<file path="config.mk">
export PLATFORM = sky130hd
export DESIGN_NAME = ffra_ram
export DESIGN_NICKNAME = d
export VERILOG_FILES = /design/src/design/ffra_ram.sv
export SDC_FILE = /design/constraint.sdc
export NUM_CORES = 2
export LEC_CHECK = 0
export BUFFER_PORTS_ARGS = -buffer_cell sky130_fd_sc_hd__buf_2
export CAP_MARGIN = 20
export CELL_PAD_IN_SITES_DETAIL_PLACEMENT = 1
export CELL_PAD_IN_SITES_GLOBAL_PLACEMENT = 1
export CORE_MARGIN = 10
export CORE_UTILIZATION = 61
export DETAILED_ROUTE_END_ITERATION = 12
export PLACE_DENSITY_LB_ADDON = 0.1
export SKIP_CTS_REPAIR_TIMING = 1
export SLEW_MARGIN = 20
export SYNTH_ARGS = -nofsm -noshare
export SYNTH_HDL_FRONTEND = slang
export SYNTH_SLANG_ARGS = --single-unit
</file>
<file path="constraint.sdc">
create_clock -name clk_i -period 6.5 [get_ports clk_i]
set_input_delay 0.325 -clock clk_i [delete_from_list [all_inputs] [get_ports clk_i]]
set_output_delay 0.325 -clock clk_i [all_outputs]
set_load 0.1 [all_outputs]
</file>
<file path="src/design/ffra_ram.sv">
// Generic single-port-write, one-read RAM with registered read data.
module ffra_ram #(
  parameter int Width = 32,
  parameter int Depth = 64
) (
  input  logic                     clk_i,
  input  logic                     we_i,
  input  logic [$clog2(Depth)-1:0] waddr_i,
  input  logic [Width-1:0]         wdata_i,
  input  logic [$clog2(Depth)-1:0] raddr_i,
  output logic [Width-1:0]         rdata_o
);
  logic [Width-1:0] mem_q [Depth];

  always_ff @(posedge clk_i) begin
    if (we_i) begin
      mem_q[waddr_i] <= wdata_i;
    end
    rdata_o <= mem_q[raddr_i];
  end
endmodule

</file>
Yosys cells after proc, flatten, opt, wreduce, memory -nomap -nowiden. Memories as Yosys holds them, arrays and structs flattened. A register that Yosys moved wholly into a read port is not among the register bits. Index checks and enable logic that the tools add are counted. W data, S select, Z words.

Muxes and demuxes: 2. Divide/modulo/power cells: 0. Reduce and logical (&&, ||, !) cells: 0. Bitwise logic cells: 0. Shifts and indexed selects: 0. Add/sub/neg operators: 0. Order comparisons: 0. Multiply operators: 0. Equal/unequal tests: 0.

Operators with widths (count): $mux W1 (2).

Bits in read-only memories: 0. Output and inout port bits: 32. Word-level logic and storage cells: 3. RAM bits: 2048. Bits in registers: 0. Bits of input ports: 46. Latch bits: 0. Memories: 1.

Memories: mem_q (words 64, bits a word 32, rd ports 1, clocked after memory_dff 1, write ports 1, RTL line 13) `logic [Width-1:0] mem_q [Depth];`.

Depth between registers and ports, before layout.
Depth in word-level cells: 2. Gate-level depth with buffers: 10. Mapped depth without buffers: 5.

Worst setup path before layout. Ideal clock, no wire load.

Path kind: input port to flip-flop. Start point: input port waddr_i[3]. End point: memory mem_q[48][0] (enable). Setup time: 0.461 ns. Stages: 4. Data required time: 6.039 ns. Arrival time: 3.024 ns. Path buffers: 1. Path slack: 3.015 ns. Path through: clkbuf_1 nor2b_1 nand4b_1 nor3_1.

RTL lines: start, declared (RTL line 8) `input logic [$clog2(Depth)-1:0] waddr_i,`; end, declared (RTL line 13).

Straight into the memory's write port.

==> flow_summary.yaml <==
status:
  status: "complete, no violations"
worst_setup_path:
  crit_fanout: 76
  crit_required_ps: 7190
  critPathLaunchType: "input port"
  crit_arrival_ps: 3670
  critPathKind: "input port to flip-flop"
  rrSetupSlack_ps: 4130
  crit_path_end_kind: "flip-flop"
  reg2reg_depth: 5
synth:
  syn_area_um2: 78500
  synth_area_leaders: "edfxtp_1 78%, mux4_2 16%, mux2i_1 1.2%"
  synth_fp_nets: 3370
  synth_ff_type: "edfxtp_1"
  yosysSeqAreaShare_pct: 79.1
  yosys-top-cells-count: "2,048 x edfxtp_1, 544 x mux4_2, 137 x nor2_1, 93 x mux2i_1, 84 x o22ai_1"
  synthArstFlopShare_pct: 0
  yosysTopAreaCellShare_pct: 78.3
  synth_seq_cells: 2080
  synth_edf_count: 2048
  yosys_warnings: 0
  netlist_instances: 3324
  synth_area_per_cell_um2: 23.6
  synth_cell_types: 34
  synth_top_area_cell: "edfxtp_1"
  synth_most_common_cell: "edfxtp_1"
timing:
  fmax_ghz: 0.335
  rsz0062_at_grt: "no"
  worst_slew_pin_slew_ps: 1130
  skew_ps: 32.8
  hold_ws_ps: 55.8
  min_period_ps: 2980
  maxSlewViolCount: 0
  totalNegativeSetupSlack_ps: 0
  final-hold-violation-count: 0
  fin_crit_sh_pct: 45.9
  slew_headroom_pct: 24.6
  setup_viol: 0
floorplan:
  die-area_um2: 143000
  num_rows: 131
  initial_core_util_pct: 61.5
  die_w_um: 379
  coreArea_um2: 128000
  die_h_um: 379
  ioPinCount: 78
cells_and_area:
  areaGrowthSynthToFinish_pct: 12.1
  nets: 3581
  drive_above_1_share_pct: 29.2
  fin_area_um2: 88000
drt:
  routed_wl_mm: 216
  vias: 38300
  routed_via_density: 7.12
  route.detailed.drc: 0
  drt_iter0_drc: 6034
  wl_per_cell_um: 40.1
  drt_first_pass_iters: 5
  antenna_left: 0
job:
  max_cap_violations: 0
global_routing:
  grt_pass1_vias: 40200
  grt_usage_pct: 30.7
  grt_pass1_wl_mm: 306
  grt_max_degree: 130
  gr-total-overflow: 0
  antenna_found_initial: 20
place:
  dpl.hpwl_mm: 119
  io_buffers: 77
  placed_cell_area_um2: 81600
  gp_congestion: 0.822
clock_network:
  clk_pin_slew_worst_paths_ps: 60
  numCtsBuffers: 200
  cts-root-buf: "clkbuf_16"
  clock-sinks: 2080
  cts_tree: "yes"
  cts_max_path_buffers: 3
  clock_latency_ps: 840
  htreeDepth: 4
power_and_ir_drop:
  power_density_nw_per_um2: 317
  leakage_nw: 27.4
  peakVddDrop_v: 0.000300
worst_hold_path:
  hp-class: "input port to flip-flop"
  whs_path_depth: 3
[final cells by class]
cell class              instances  area, µm²
clock inverters                97        893
repair buffers                191       1450
fillers                      9458      39600
diodes                          8       20.0
multi-input cells            1062      16000
well taps                    1662       2080
flip-flops and latches       2080      62100
clock buffers                 277       5490
[routing by layer]
metal / track usage, % / wire length [µm]
met1: 43.1 / 79200
met2: 48.2 / 104000
met5: 0 / 66
met3: 6.02 / 23200
met4: 12.2 / 9000
[per-stage QoR]
step	setup WS (ps)	std cells	total power, mW	utilization [%]
4_1_cts	3560	5368	28.0	68.9
6_report	3520	5377	27.9	69.0
5_1_grt	3340	5369	28.7	68.9
3_3_place_gp	2810	4994	16.8	63.9
2_1_floorplan	3020	3324	16.1	-
3_5_place_dp	2680	4994	16.8	63.9
[cells in the final DEF, fill, tap and decap left out, drive strengths merged]
master       Yosys  routed
or3b             5       5
nand3b           5       5
nand4            2       2
o221ai          27      27
nand2           26      26
a22oi           12      12
a41o             4       4
dfxtp           32      32
nand3            5       5
clkinv           0      68
inv              0       8
bufinv           0      15
dlygate4sd3      0       1
o32ai            4       4
buf            108     190
mux4           544     544
or2              3       3
a31oi            1       1
nor3             7       7
o22ai           84      84
nand4b           1       1
nor2b           15      15
clkbuf          74     277
and2             2       2
and3             4       4
nor2           137     137
edfxtp        2048    2048
or3              3       3
mux2i           93      93
diode            0       8
a311oi           8       8
clkinvlp         0       6
a21oi           62      62
nand2b           8       8
[critical path, stage by stage]
cell     delay [ps]
buf_8           640
buf_12          590
mux4_2          620
mux4_2          530
o22ai_1         650
nor2_1          140
[path summary, 6_finish.rpt]
kind | start | endpoint
worst min-delay path | raddr_i[4] | rdata_o[12]
worst max register to register | mem_q[55][18] | rdata_o[18]
worst max-delay path | raddr_i[0] | rdata_o[21]
worst min register to register | mem_q[19][28] | rdata_o[28]
[power breakdown]
group	leakage, nW	internal (mW)	switching, mW	total (mW)
clock	3.11	6.48	4.90	11.4
sequential	18.7	14.9	0.0875	14.9
combinational	5.64	0.490	1.13	1.62
total	27.4	21.8	6.11	27.9
[state kept, by name (all words and copies together), names as in the netlist]
signal   count
mem_q     2048
rdata_o     32
[cell families (layout without fill, tap and decap cells)]
logic type	after synthesis	count (layout)	share of synthesized area [%]
other	0	8	0
AND/OR/NAND/NOR	223	223	1.27
buffers and inverters	182	565	1.13
AO/OA/AOI/OAI	202	202	1.67
flip-flops	2080	2080	79.1
multiplexers	637	637	16.8
No activity file was read; power rests on OpenSTA's default activity.
